$ cat src/design/irfd_pkg.sv
// shared types, constants and the decode step table for the inverter response frame decoder
// no dependencies; imported by inverter_response_frame_decoder_unit
`default_nettype none

package irfd_pkg;

    localparam int FRAME_BYTES  = 46;
    localparam int POS_W        = 6;
    localparam int KIND_W       = 5;
    localparam int VERDICT_W    = 2;
    localparam int VALUE_W      = 32;
    localparam int OUT_DEPTH_DEF = 8;

    // frame positions
    localparam logic [POS_W-1:0] POS_STX      = 6'd0;
    localparam logic [POS_W-1:0] POS_LEN      = 6'd1;
    localparam logic [POS_W-1:0] POS_ID       = 6'd6;
    localparam logic [POS_W-1:0] POS_ACK      = 6'd7;
    localparam logic [POS_W-1:0] POS_SUM_LO   = 6'd5;
    localparam logic [POS_W-1:0] POS_SUM_HI   = 6'd42;
    localparam logic [POS_W-1:0] POS_CHK_HI   = 6'd43;
    localparam logic [POS_W-1:0] POS_CHK_LO   = 6'd44;
    localparam logic [POS_W-1:0] POS_LAST     = 6'(FRAME_BYTES - 1);
    localparam logic [POS_W-1:0] POS_END      = 6'(FRAME_BYTES);

    localparam logic [7:0] STX_BYTE    = 8'h02;
    localparam logic [7:0] LEN_BYTE    = 8'h2E;
    localparam logic [7:0] ACK_BYTE    = 8'h06;
    localparam logic [7:0] PHASE1_CODE = 8'h11;
    localparam logic [7:0] PHASE3_CODE = 8'h33;

    // floor(x / 10) == (x * RECIP10) >> RECIP10_SHIFT for any 32-bit x
    localparam logic [31:0] RECIP10       = 32'hCCCC_CCCD;
    localparam int          RECIP10_SHIFT = 35;

    typedef enum logic [VERDICT_W-1:0] {
        VERDICT_OK      = 2'd0,
        VERDICT_HEADER  = 2'd1,
        VERDICT_ID      = 2'd2,
        VERDICT_CHKSUM  = 2'd3
    } verdict_t;

    typedef enum logic [2:0] {
        OP_BYTE  = 3'd0,   // high byte of the word
        OP_PHASE = 3'd1,   // phase code of the high byte
        OP_HOLD  = 3'd2,   // keep word as upper half, no item
        OP_LO32  = 3'd3,   // held word and this word
        OP_W16   = 3'd4,
        OP_NZ    = 3'd5,
        OP_WACC  = 3'd6,   // power accumulator, no read used
        OP_ERR   = 3'd7
    } op_t;

    typedef enum logic [1:0] {
        MUL_NONE = 2'd0,
        MUL_SET  = 2'd1,
        MUL_ADD  = 2'd2
    } mul_t;

    typedef struct packed {
        logic [POS_W-1:0]  addr;
        op_t               op;
        mul_t              mul;
        logic [KIND_W-1:0] kind;
    } step_t;

    localparam int STEP_W = 5;
    localparam logic [STEP_W-1:0] STEP_LAST = 5'd20;

    typedef struct packed {
        logic [VALUE_W-1:0]   value;
        logic [KIND_W-1:0]    kind;
        logic [VERDICT_W-1:0] verdict;
        logic                 last;
    } out_item_t;

    // one word read per step; the multiply pairs each current word with the previous one
    function automatic step_t step_rom(input logic [STEP_W-1:0] idx);
        step_t s;
        s = '{addr: 6'd0, op: OP_WACC, mul: MUL_NONE, kind: 5'd0};
        case (idx)
            5'd0:  s = '{addr: 6'd6,  op: OP_BYTE,  mul: MUL_NONE, kind: 5'd0};
            5'd1:  s = '{addr: 6'd8,  op: OP_PHASE, mul: MUL_NONE, kind: 5'd1};
            5'd2:  s = '{addr: 6'd11, op: OP_HOLD,  mul: MUL_NONE, kind: 5'd2};
            5'd3:  s = '{addr: 6'd13, op: OP_LO32,  mul: MUL_NONE, kind: 5'd2};
            5'd4:  s = '{addr: 6'd15, op: OP_HOLD,  mul: MUL_NONE, kind: 5'd3};
            5'd5:  s = '{addr: 6'd17, op: OP_LO32,  mul: MUL_NONE, kind: 5'd3};
            5'd6:  s = '{addr: 6'd19, op: OP_W16,   mul: MUL_NONE, kind: 5'd4};
            5'd7:  s = '{addr: 6'd21, op: OP_W16,   mul: MUL_SET,  kind: 5'd5};
            5'd8:  s = '{addr: 6'd23, op: OP_W16,   mul: MUL_NONE, kind: 5'd6};
            5'd9:  s = '{addr: 6'd25, op: OP_W16,   mul: MUL_ADD,  kind: 5'd7};
            5'd10: s = '{addr: 6'd0,  op: OP_WACC,  mul: MUL_NONE, kind: 5'd8};
            5'd11: s = '{addr: 6'd27, op: OP_W16,   mul: MUL_NONE, kind: 5'd9};
            5'd12: s = '{addr: 6'd29, op: OP_W16,   mul: MUL_SET,  kind: 5'd10};
            5'd13: s = '{addr: 6'd31, op: OP_W16,   mul: MUL_NONE, kind: 5'd11};
            5'd14: s = '{addr: 6'd33, op: OP_W16,   mul: MUL_NONE, kind: 5'd12};
            5'd15: s = '{addr: 6'd35, op: OP_W16,   mul: MUL_NONE, kind: 5'd13};
            5'd16: s = '{addr: 6'd37, op: OP_W16,   mul: MUL_NONE, kind: 5'd14};
            5'd17: s = '{addr: 6'd0,  op: OP_WACC,  mul: MUL_NONE, kind: 5'd15};
            5'd18: s = '{addr: 6'd9,  op: OP_NZ,    mul: MUL_NONE, kind: 5'd16};
            5'd19: s = '{addr: 6'd39, op: OP_W16,   mul: MUL_NONE, kind: 5'd17};
            5'd20: s = '{addr: 6'd41, op: OP_W16,   mul: MUL_NONE, kind: 5'd18};
            default: s = '{addr: 6'd0, op: OP_WACC, mul: MUL_NONE, kind: 5'd0};
        endcase
        return s;
    endfunction

endpackage

`default_nettype wire

$ cat src/design/inverter_response_frame_decoder_unit.sv
// inverter response frame decoder: byte intake, two-bank frame memory, decode pipeline, result queue
// depends on irfd_pkg
`default_nettype none
// results: after frame byte 45 is accepted, one item per cycle while the result queue has room
//   (19 items over 21 decode steps, one word read from the frame memory per step, or one error item)
// throughput: one byte per cycle; byte 45 of a frame waits while the previous frame's steps
//   are still being issued, since the frame memory has two banks
// reset: byte count, checksum, flags, decoder and queue cleared; frame memory is not cleared

module inverter_response_frame_decoder_unit #(
    parameter int OUT_DEPTH = irfd_pkg::OUT_DEPTH_DEF
) (
    input  wire logic        aclk,
    input  wire logic        aresetn,
    // configuration
    input  wire logic        cfg_wr_en,
    input  wire logic [7:0]  cfg_wr_data,   // inverter_id
    // byte input
    input  wire logic        s_tvalid,
    output logic             s_tready,
    input  wire logic [7:0]  s_tdata,       // [7:0] rx_byte
    input  wire logic        s_tuser,       // [0] frame_start
    // result output
    output logic             m_tvalid,
    input  wire logic        m_tready,
    output logic [39:0]      m_tdata,       // [1:0] verdict, [6:2] value_kind, [38:7] value, pad
    output logic             m_tlast        // last
);
    import irfd_pkg::*;

    // bank bit sits above the frame position
    localparam int MEM_DEPTH = 2 << POS_W;
    localparam int MEM_AW    = $clog2(MEM_DEPTH);
    localparam int QPTR_W    = (OUT_DEPTH > 1) ? $clog2(OUT_DEPTH) : 1;
    localparam int QCNT_W    = $clog2(OUT_DEPTH + 1);

    // ---------------- configuration ----------------
    logic [7:0] inverter_id_reg;
    always_ff @(posedge aclk) begin
        if (!aresetn) begin
            inverter_id_reg <= '0;
        end else if (cfg_wr_en) begin
            inverter_id_reg <= cfg_wr_data;
        end
    end

    // ---------------- byte intake ----------------
    logic [POS_W-1:0] count_reg, count_next;
    logic [15:0]      sum_reg, sum_next;
    logic             hdr_bad_reg, hdr_bad_next;
    logic             chk_bad_reg, chk_bad_next;
    logic [7:0]       id_byte_reg;
    logic             wbank_reg;
    logic             s_acc, pos_ok, wr_en, frame_done;
    logic [POS_W-1:0] pos;
    logic [7:0]       rx_byte;
    verdict_t         verdict_now;

    logic             dec_busy_reg;
    logic             dec_bank_reg;
    verdict_t         dec_verdict_reg;
    logic [STEP_W-1:0] step_reg;

    assign rx_byte = s_tdata[7:0];
    // a frame may not complete while the previous one is still being read from the other bank
    assign s_tready = !(dec_busy_reg && count_reg == POS_LAST);
    assign s_acc    = s_tvalid && s_tready;
    assign pos      = s_tuser ? POS_STX : count_reg;
    assign pos_ok   = pos < POS_END;
    assign wr_en    = s_acc && pos_ok;
    assign frame_done = wr_en && pos == POS_LAST;

    always_comb begin
        count_next   = count_reg;
        sum_next     = sum_reg;
        hdr_bad_next = hdr_bad_reg;
        chk_bad_next = chk_bad_reg;
        if (wr_en) begin
            count_next = pos + 6'd1;
            if (pos == POS_STX) begin
                sum_next     = '0;
                hdr_bad_next = rx_byte != STX_BYTE;
                chk_bad_next = 1'b0;
            end
            if (pos >= POS_SUM_LO && pos <= POS_SUM_HI) begin
                sum_next = sum_next + {8'h00, rx_byte};
            end
            if ((pos == POS_LEN && rx_byte != LEN_BYTE) ||
                (pos == POS_ACK && rx_byte != ACK_BYTE)) begin
                hdr_bad_next = 1'b1;
            end
            if ((pos == POS_CHK_HI && rx_byte != sum_reg[15:8]) ||
                (pos == POS_CHK_LO && rx_byte != sum_reg[7:0])) begin
                chk_bad_next = 1'b1;
            end
        end
    end

    always_comb begin
        if (hdr_bad_reg) begin
            verdict_now = VERDICT_HEADER;
        end else if (id_byte_reg != inverter_id_reg) begin
            verdict_now = VERDICT_ID;
        end else if (chk_bad_reg) begin
            verdict_now = VERDICT_CHKSUM;
        end else begin
            verdict_now = VERDICT_OK;
        end
    end

    always_ff @(posedge aclk) begin
        if (!aresetn) begin
            count_reg   <= '0;
            sum_reg     <= '0;
            hdr_bad_reg <= 1'b0;
            chk_bad_reg <= 1'b0;
            wbank_reg   <= 1'b0;
        end else begin
            count_reg   <= count_next;
            sum_reg     <= sum_next;
            hdr_bad_reg <= hdr_bad_next;
            chk_bad_reg <= chk_bad_next;
            if (frame_done) begin
                wbank_reg <= !wbank_reg;
            end
        end
    end

    always_ff @(posedge aclk) begin
        if (wr_en && pos == POS_ID) begin
            id_byte_reg <= rx_byte;
        end
    end

    // ---------------- frame memory, two banks ----------------
    logic [7:0]        frame_mem [MEM_DEPTH];
    logic [MEM_AW-1:0] wr_addr, rd_addr0, rd_addr1;
    logic [7:0]        rd_q0, rd_q1;
    step_t             step_cur;

    assign step_cur = step_rom(step_reg);
    assign wr_addr  = MEM_AW'({wbank_reg, pos});
    assign rd_addr0 = MEM_AW'({dec_bank_reg, step_cur.addr});
    assign rd_addr1 = MEM_AW'({dec_bank_reg, step_cur.addr + 6'd1});

    always_ff @(posedge aclk) begin
        if (wr_en) begin
            frame_mem[wr_addr] <= rx_byte;
        end
    end

    always_ff @(posedge aclk) begin
        rd_q0 <= frame_mem[rd_addr0];
        rd_q1 <= frame_mem[rd_addr1];
    end

    // ---------------- step sequencer ----------------
    logic [QCNT_W-1:0] q_count_reg;
    logic              s1_vld_reg, s2_vld_reg, s3_vld_reg;
    logic [QCNT_W+1:0] credit_used;
    logic              issue, issue_done;
    op_t               issue_op;

    assign credit_used = (QCNT_W+2)'(q_count_reg) + (QCNT_W+2)'(s1_vld_reg)
                       + (QCNT_W+2)'(s2_vld_reg) + (QCNT_W+2)'(s3_vld_reg);
    assign issue      = dec_busy_reg && credit_used < (QCNT_W+2)'(OUT_DEPTH);
    assign issue_op   = (dec_verdict_reg != VERDICT_OK) ? OP_ERR : step_cur.op;
    assign issue_done = dec_verdict_reg != VERDICT_OK || step_reg == STEP_LAST;

    always_ff @(posedge aclk) begin
        if (!aresetn) begin
            dec_busy_reg    <= 1'b0;
            dec_bank_reg    <= 1'b0;
            dec_verdict_reg <= VERDICT_OK;
            step_reg        <= '0;
        end else if (frame_done) begin
            dec_busy_reg    <= 1'b1;
            dec_bank_reg    <= wbank_reg;
            dec_verdict_reg <= verdict_now;
            step_reg        <= '0;
        end else if (issue) begin
            step_reg <= step_reg + 5'd1;
            if (issue_done) begin
                dec_busy_reg <= 1'b0;
            end
        end
    end

    // ---------------- decode pipeline ----------------
    op_t               s1_op_reg, s2_op_reg, s3_op_reg;
    mul_t              s1_mul_reg, s2_mul_reg, s3_mul_reg;
    logic [KIND_W-1:0] s1_kind_reg, s2_kind_reg, s3_kind_reg;
    verdict_t          s1_verdict_reg, s2_verdict_reg, s3_verdict_reg;
    logic              s1_last_reg, s2_last_reg, s3_last_reg;
    logic [31:0]       s2_val_reg, s3_val_reg;
    logic [31:0]       s2_prod_reg;
    logic [28:0]       s3_quot_reg;
    logic [15:0]       hold_reg, prev_w_reg;
    logic [31:0]       wacc_reg;
    logic [15:0]       s1_word;
    logic [31:0]       s1_val;
    logic [63:0]       s2_recip_prod;

    assign s1_word = {rd_q0, rd_q1};

    always_comb begin
        case (s1_op_reg)
            OP_BYTE:  s1_val = {24'h0, rd_q0};
            OP_PHASE: begin
                if (rd_q0 == PHASE1_CODE) begin
                    s1_val = 32'd1;
                end else if (rd_q0 == PHASE3_CODE) begin
                    s1_val = 32'd3;
                end else begin
                    s1_val = 32'd0;
                end
            end
            OP_LO32:  s1_val = {hold_reg, s1_word};
            OP_W16:   s1_val = {16'h0, s1_word};
            OP_NZ:    s1_val = {31'h0, s1_word != 16'h0};
            default:  s1_val = 32'd0;
        endcase
    end

    assign s2_recip_prod = {32'h0, s2_prod_reg} * {32'h0, RECIP10};

    always_ff @(posedge aclk) begin
        if (!aresetn) begin
            s1_vld_reg <= 1'b0;
            s2_vld_reg <= 1'b0;
            s3_vld_reg <= 1'b0;
        end else begin
            s1_vld_reg <= issue;
            s2_vld_reg <= s1_vld_reg;
            s3_vld_reg <= s2_vld_reg;
        end
    end

    always_ff @(posedge aclk) begin
        s1_op_reg      <= issue_op;
        s1_mul_reg     <= step_cur.mul;
        s1_kind_reg    <= (dec_verdict_reg != VERDICT_OK) ? '0 : step_cur.kind;
        s1_verdict_reg <= dec_verdict_reg;
        s1_last_reg    <= issue_done;

        s2_op_reg      <= s1_op_reg;
        s2_mul_reg     <= s1_mul_reg;
        s2_kind_reg    <= s1_kind_reg;
        s2_verdict_reg <= s1_verdict_reg;
        s2_last_reg    <= s1_last_reg;
        s2_val_reg     <= s1_val;
        // voltage word from the step before times current word of this step
        s2_prod_reg    <= {16'h0, prev_w_reg} * {16'h0, s1_word};

        s3_op_reg      <= s2_op_reg;
        s3_mul_reg     <= s2_mul_reg;
        s3_kind_reg    <= s2_kind_reg;
        s3_verdict_reg <= s2_verdict_reg;
        s3_last_reg    <= s2_last_reg;
        s3_val_reg     <= s2_val_reg;
        s3_quot_reg    <= s2_recip_prod[RECIP10_SHIFT +: 29];

        if (s1_vld_reg) begin
            prev_w_reg <= s1_word;
            if (s1_op_reg == OP_HOLD) begin
                hold_reg <= s1_word;
            end
        end
        if (s3_vld_reg) begin
            case (s3_mul_reg)
                MUL_SET: wacc_reg <= {3'h0, s3_quot_reg};
                MUL_ADD: wacc_reg <= wacc_reg + {3'h0, s3_quot_reg};
                default: wacc_reg <= wacc_reg;
            endcase
        end
    end

    // ---------------- result queue ----------------
    out_item_t         queue_mem [OUT_DEPTH];
    logic [QPTR_W-1:0] q_wr_ptr_reg, q_rd_ptr_reg;
    logic              q_wr, q_rd;
    out_item_t         q_in, q_head;

    assign q_wr = s3_vld_reg && s3_op_reg != OP_HOLD;
    assign q_rd = m_tvalid && m_tready;

    always_comb begin
        q_in.kind    = s3_kind_reg;
        q_in.verdict = s3_verdict_reg;
        q_in.last    = s3_last_reg;
        case (s3_op_reg)
            OP_WACC: q_in.value = wacc_reg;
            OP_ERR:  q_in.value = '0;
            default: q_in.value = s3_val_reg;
        endcase
    end

    always_ff @(posedge aclk) begin
        if (q_wr) begin
            queue_mem[q_wr_ptr_reg] <= q_in;
        end
    end

    always_ff @(posedge aclk) begin
        if (!aresetn) begin
            q_wr_ptr_reg <= '0;
            q_rd_ptr_reg <= '0;
            q_count_reg  <= '0;
        end else begin
            if (q_wr) begin
                q_wr_ptr_reg <= (q_wr_ptr_reg == QPTR_W'(OUT_DEPTH - 1)) ? '0
                                                                        : q_wr_ptr_reg + 1'b1;
            end
            if (q_rd) begin
                q_rd_ptr_reg <= (q_rd_ptr_reg == QPTR_W'(OUT_DEPTH - 1)) ? '0
                                                                        : q_rd_ptr_reg + 1'b1;
            end
            case ({q_wr, q_rd})
                2'b10:   q_count_reg <= q_count_reg + 1'b1;
                2'b01:   q_count_reg <= q_count_reg - 1'b1;
                default: q_count_reg <= q_count_reg;
            endcase
        end
    end

    assign q_head   = queue_mem[q_rd_ptr_reg];
    assign m_tvalid = q_count_reg != '0;
    assign m_tdata  = {1'b0, q_head.value, q_head.kind, q_head.verdict};
    assign m_tlast  = q_head.last;

    // ---------------- checks ----------------
    a_bank_split: assert property (@(posedge aclk) disable iff (!aresetn)
        (wr_en && dec_busy_reg) |-> (wbank_reg != dec_bank_reg))
        else $error("frame write hits the bank under decode");

    a_queue_room: assert property (@(posedge aclk) disable iff (!aresetn)
        q_wr |-> (q_count_reg < QCNT_W'(OUT_DEPTH) || q_rd))
        else $error("result queue overflow");

    a_run_end: assert property (@(posedge aclk) disable iff (!aresetn)
        (issue && issue_done && !frame_done) |=> !dec_busy_reg)
        else $error("decoder still busy after final step");

    a_err_single: assert property (@(posedge aclk) disable iff (!aresetn)
        (s3_vld_reg && s3_op_reg == OP_ERR) |-> (s3_verdict_reg != VERDICT_OK && s3_last_reg))
        else $error("error item without a failing verdict");

    a_done_idle: assert property (@(posedge aclk) disable iff (!aresetn)
        frame_done |-> !dec_busy_reg)
        else $error("frame completed while previous decode active");

endmodule

`default_nettype wire
$ cat config.mk
export PLATFORM = sky130hd
export DESIGN_NAME = inverter_response_frame_decoder_unit
export DESIGN_NICKNAME = d
export VERILOG_FILES = /design/src/design/irfd_pkg.sv /design/src/design/inverter_response_frame_decoder_unit.sv
export SDC_FILE = /design/constraint.sdc
export NUM_CORES = 2
export LEC_CHECK = 0
export BUFFER_PORTS_ARGS = -buffer_cell sky130_fd_sc_hd__buf_2
export CAP_MARGIN = 5
export CORE_ASPECT_RATIO = 2
export CORE_MARGIN = 3
export CORE_UTILIZATION = 65
export DETAILED_ROUTE_END_ITERATION = 8
export GPL_TIMING_DRIVEN = 0
export PLACE_DENSITY_LB_ADDON = 0.15
export SLEW_MARGIN = 20
export SYNTH_ARGS = -nofsm -noshare
export SYNTH_HDL_FRONTEND = slang
export SYNTH_SLANG_ARGS = --single-unit
$ cat constraint.sdc
create_clock -name aclk -period 8.3 [get_ports aclk]
set_clock_uncertainty 0.05 [all_clocks]
set_input_delay 0.83 -clock aclk [delete_from_list [all_inputs] [get_ports aclk]]
set_output_delay 0.83 -clock aclk [all_outputs]
set_load 0.02 [all_outputs]
Yosys cells after proc, flatten, opt, wreduce, memory -nomap -nowiden

Memory sizes are Yosys's and may differ from the RTL's. A register that Yosys moved wholly into a read port is not among the register bits.
Cells that the tools add are included.
W data, S select, Z words.

Register bits after elaboration: 291
Memory bits (writable): 1344
Memory bits (read-only): 512
Input bits: 22
Output and inout bits: 43
Logic and storage cells: 156
Memories: 3

$add $sub $neg: 12
Multiply operators: 2
Order comparisons: 4
Equality and inequality tests: 30
Mux-type cells: 30
Bitwise gates (word level): 1
Reductions and logical operators: 35

Memories:

| memory           | depth | width | read ports | clocked after Yosys merged registers in | write ports | line                                        | text |
|---|---|---|---|---|---|---|---|
| frame_mem        | 128   | 8     | 2          | 2                                       | 1           | inverter_response_frame_decoder_unit.sv:136 | `logic [7:0] frame_mem [MEM_DEPTH];` |
| (name not given) | 32    | 16    | 1          | 1                                       | 0           | irfd_pkg.sv:81                              | `case (idx)` |
| queue_mem        | 8     | 40    | 1          | 1                                       | 1           | inverter_response_frame_decoder_unit.sv:279 | `out_item_t queue_mem [OUT_DEPTH];` |

Operator list:

| kind                     | count |
|---|---|
| $pmux W32 S5             | 1 |
| $pmux W32 S2             | 2 |
| $mul A32 B32 Y64 const B | 1 |
| $mux W16                 | 3 |
| $add A32 B29 Y32         | 1 |
| $mul A16 B16 Y32         | 1 |
| $eq A6 B6 Y1 const B     | 4 |
| $ne A8 B8 Y1             | 3 |
| $eq A3 B3 Y1 const B     | 6 |
| $add A16 B8 Y16          | 1 |
| $reduce_bool A16 Y1      | 1 |
| $reduce_bool A2 Y1       | 7 |
| $logic_and A1 B1 Y1      | 13 |
| $add A6 B1 Y6 const B    | 2 |
| $eq A6 B3 Y1 const B     | 2 |
| $mux W3                  | 4 |
| $mux W1                  | 11 |
| $mux W2                  | 5 |
| $mux W5                  | 2 |
| $reduce_and A2 Y1        | 5 |
| $eq A8 B5 Y1 const B     | 1 |
| $eq A8 B6 Y1 const B     | 1 |
| $ne A8 B2 Y1 const B     | 1 |
| $ne A8 B3 Y1 const B     | 1 |
| 28 further kinds         | 35 |

Logic depth before layout (Yosys ltp)

Depth after elaboration: 8
Mapped depth: 25
Depth with buffers taken out: 25

Least setup slack after synthesis

No wires, ideal clock.

Path type: register to register
From: register s2_prod_reg[18]
To: register s3_quot_reg[23]
Setup time: 118 ps
Arrival time: 6550 ps
Required time: 8132 ps
Setup slack: 1582 ps
Stages on the path, launching flop included: 25
Buffers on the path: 0
Clock period less this slack: 6718 ps
Cell sequence: dfxtp_1 > ha_1 > inv_1 > fa_1 > inv_1 > fa_1 > inv_1 > fa_1 > inv_1 > fa_1 > fa_1 > fa_1 > inv_1 > fa_1 > inv_1 > ha_1 > and4_1 > and2_1 > nand4_1 > a211oi_1 > a211oi_1 > o2bb2ai_1 > or4_1 > a21bo_2 > xnor2_1

Longest elaborated chain between the ends: 1

Ends and longest elaborated chain:

| what                        | line                                        | text |
|---|---|---|
| start: declaration          | inverter_response_frame_decoder_unit.sv:196 | `logic [31:0] s2_prod_reg;` |
| start signal: assignment    | inverter_response_frame_decoder_unit.sv:253 | `s2_prod_reg <= {16'h0, prev_w_reg} * {16'h0, s1_word};` |
| $mul A32 B32 Y64            | inverter_response_frame_decoder_unit.sv:225 | `assign s2_recip_prod = {32'h0, s2_prod_reg} * {32'h0, RECIP10};` |
| named net s2_recip_prod[58] | inverter_response_frame_decoder_unit.sv:202 | `logic [63:0] s2_recip_prod;` |
| end signal: assignment      | inverter_response_frame_decoder_unit.sv:261 | `s3_quot_reg <= s2_recip_prod[RECIP10_SHIFT +: 29];` |
| end: declaration            | inverter_response_frame_decoder_unit.sv:197 | `logic [28:0] s3_quot_reg;` |

The timed path passes the listed nets, and every way through them passes these cells.
A chain may end at the register's enable or synchronous reset.

Final worst setup path

From: register s2_prod_reg[11]
To: register s3_quot_reg[28]

The elaborated chain is that of the path after synthesis.

==> parameters.txt <==
Parameter                              Value

Floorplan
  Die W    279 µm
  Core Box Area    0.148 mm²
  Effective utilization at floorplan    65.5%
  Standard-cell row count    200
  I/O pin cnt    65
  Die footprint    0.154 mm²
  Overall die height    553 µm

Clock tree
  Post-CTS Setup Inserts    0
  TritonCTS clock tree    yes
  Hold buffers post-CTS    0
  Clock root cell    clkbuf_16
  Reg clk slew, reported paths    0.09 ns
  Clock latency of the later-clocked register in the worst-skew pair    0.85 ns
  Buffers from clock root to sink, at most    4
  Number of instances resized during post-cts repair    3
  Clk sink count    1670
  # H-tree levels    4
  Number of buffers added by the clock tree synthesis step    149

Placed design
  Post-placement worst setup slack    -0.122 ns
  Hpwl dp    250000 µm
  Port bufs    61
  Routability cong.    1.16

Worst setup path
  Critical Path RT    8.93 ns
  Cell with the biggest individual delay on the critical path    fa_1
  CP most frequent cell    fa_1
  Startpoint kind of the worst setup timing path    flop
  CP peak stage delay    0.75 ns
  CP max FO    7
  Type of the worst setup path    reg2reg
  Critical path cell sequence    ha_2 > clkbuf_1 > inv_1 > fa_1 > fa_1 > fa_1 > fa_1 > inv_1 > fa_1 > fa_1 > ha_1 > ha_1 > clkbuf_1 > a21oi_1 > o21ai_0 > a221oi_2 > nor3_1 > nor3_1 > o31ai_2 > a221oi_1 > o21ba_2 > xnor2_1
  Crit path DAT    8.75 ns
  Setup crit end kind    flop

Global routing
  Maximum number of pins on one net before global-route repair    102
  Vias in the first global route    65238
  Number of antenna violations at the first check in global routing    33
  Leftover overflow at the end of global routing    0
  Global Route Usage Sum    44.6%
  Global-route wire length before repair    471000 µm

Power and ir drop
  Leakage component of the power    41.9 nW
  Worst vdd rail ir drop    0.214 mV
  Share of total power consumed by net switching    22.3%
  Combinational cell fraction of total power    5.4%
  Clk network pwr share    40.4%
  Net switching power    0.00384 W
  P_int    0.0134 W
  Part of the total power dissipated in sequential elements    54.2%
  Power density over the cells    161 mW/mm²

Timing
  Hold Fails Final Rpt    0
  Sum of negative setup slack    0 ns
  Number of endpoints failing setup at the final stage    0
  Normalized max-slew margin    12.6%
  Actual transition at the worst max-transition pin    1.31 ns
  Final worst path period share    97.9%
  Fin Hold WS    0.196 ns
  Highest clock frequency the design can meet    0.123 GHz
  Number of slew-limit violations in the final report    0
  Minimum setup slack in the final design    0.178 ns
  Final critical-path required period    8.12 ns

Drt
  Met3 layer wire length in the routed design    29700 µm
  Starting DRT DRC Count    7155
  Number of vias per cell    6.86
  Aggregate routed wire length    333000 µm
  Average wire length per cell after detail routing    37.3 µm
  Met2 Routed Length    169000 µm
  Sum of routed wire segments on met1    84100 µm
  Total number of vias    61321
  Number of iterations in the first detailed-routing pass    7
  Remaining design rule violation count    0
  Uppermost metal layer occupied by signal nets    met5
  Number of nets still failing antenna checks after routing    0

Synthesis
  Async set or reset register ratio after synthesis    0%
  Number of enable flip-flop cells after synthesis    1416
  Most frequently used flop master after synthesis    edfxtp_1
  Post-Synthesis Mean Instance Area    15.4 µm²
  Area of the mapped netlist    0.0971 mm²
  Total number of yosys warnings    0
  Number of distinct library cell variants in the gate-level netlist after synthesis    73
  Synthesis-stage register bit count    1670
  Sequential element share of the synthesized area    49.0%
  Synthesized instance count    6326

Cells and area
  Area growth, synth to finish    9.86%
  Largest register FFs    1024
  Top Registers    frame_mem: 1024 flops, queue_mem: 320 flops
  Number of nets at the end of the flow    7993
  Fraction of final layout cells with drive strength greater than 1    19.1%
  Register containing the most flip-flops in the final layout    frame_mem

Run
  Number of max-cap violations    0

Run status
  Status    finished, final reports clean

Min path
  Worst hold path type    in2reg
final cells by class:
class | count | area (µm²)
plain buffers | 288 | 1270
diodes | 30 | 75.1
flip-flops and latches | 1670 | 47600
inverters | 822 | 3090
clock buffers | 191 | 4060
multi-input cells | 3834 | 46500
repair buffers | 109 | 1040
fillers | 9585 | 41700
well taps | 1919 | 2400
clock inverters | 73 | 661
path summary, 6_finish.rpt:
path                           start                               to  slack, ns  cells after the start
max reg2reg  s2_prod_reg[11]$_DFF_P_          s3_quot_reg[28]$_DFF_P_       0.18                     22
min reg2reg   step_cur[6]$_SDFF_PP0_            s1_mul_reg[1]$_DFF_P_       0.27                      0
max          s2_prod_reg[11]$_DFF_P_          s3_quot_reg[28]$_DFF_P_       0.18                     22
min                   cfg_wr_data[0]  inverter_id_reg[0]$_SDFFE_PN0P_       0.20                      3
through the flow:
| stage | util (%) | cells | cell area [µm²] | total power [W] |
|---|---|---|---|---|
| 5_1_grt | 71.9 | 8911 | 107000 | 0.0176 |
| 3_5_place_dp | 68.6 | 8642 | 102000 | 0.0104 |
| 6_report | 71.9 | 8936 | 107000 | 0.0172 |
| 4_1_cts | 71.8 | 8906 | 107000 | 0.0172 |
| 3_3_place_gp | 68.0 | 8594 | 101000 | 0.0103 |
| 2_1_floorplan | - | 6614 | 98200 | 0.0100 |
kinds of logic after synthesis:
family,count (synthesis),share of synthesized area [%]
flops,1670,49.0
buf+inv,1110,4.43
fa+ha+maj,1097,18.7
simple gates,910,4.46
mux,850,18.5
compound gates,512,3.37
xor+xnor,176,1.59
other cells,1,0.00386
power by group through the flow:
stage                     Sequential [W]  Clock [W]  Combinational, W
after floorplan                  0.00946          0          0.000559
after CTS                        0.00932    0.00696          0.000888
after global routing             0.00933    0.00723          0.000989
after detailed placement         0.00951          0          0.000880
final                            0.00933    0.00697          0.000925
after global placement           0.00949          0          0.000846
Yosys cell counts (15+ instances only):
cell type / count / area, µm²
dfxtp_1: 254 / 5080
o21ai_0: 120 / 601
nand2_1: 322 / 1210
mux2i_1: 25 / 250
nand4_1: 30 / 188
nand2b_1: 49 / 307
nor2_1: 209 / 785
buf_1: 37 / 139
xnor2_1: 103 / 902
inv_1: 821 / 3080
a21o_1: 82 / 616
o21bai_1: 18 / 135
nor2b_1: 16 / 100
mux4_2: 747 / 16800
a21oi_1: 133 / 666
ha_1: 512 / 6410
o21a_1: 15 / 113
a211oi_1: 23 / 173
and3_1: 21 / 131
fa_1: 585 / 11700
clkbuf_1: 161 / 604
xor2_1: 72 / 631
and2_1: 141 / 882
nor3_1: 36 / 180
nand3_1: 32 / 160
mux2_2: 78 / 878
buf_2: 84 / 420
edfxtp_1: 1416 / 42500
critical path, delay by kind of cell (launching register included):
family	cells	cell delay, ns
AOI/OAI and AO/OA	6	1.65
xor gates and xnor gates	1	0.19
DFF	1	0.62
adders and majority gates	9	4.13
and+or+nand+nor	2	0.40
buffers and inverters	4	0.93
cells in the final DEF, fill, tap and decap left out, drive strengths merged, types with 49 or more instances in the layout:
cell       n
nand2b    49
a21oi    134
dfxtp    254
xnor2    104
clkbuf   355
a21o      82
xor2      72
nor2     209
mux4     747
nand2    322
inv      831
fa       585
edfxtp  1416
mux2      78
conb     289
o21ai    122
ha       512
and2     142
buf      233
routing by layer:
layer	track usage, %	vias up
li1	-	24164
met1	39.8	30873
met2	75.7	4374
met3	11.8	1896
met4	50.4	14
met5	0.475	-
Note: power is estimated with default switching activity, not from simulation.
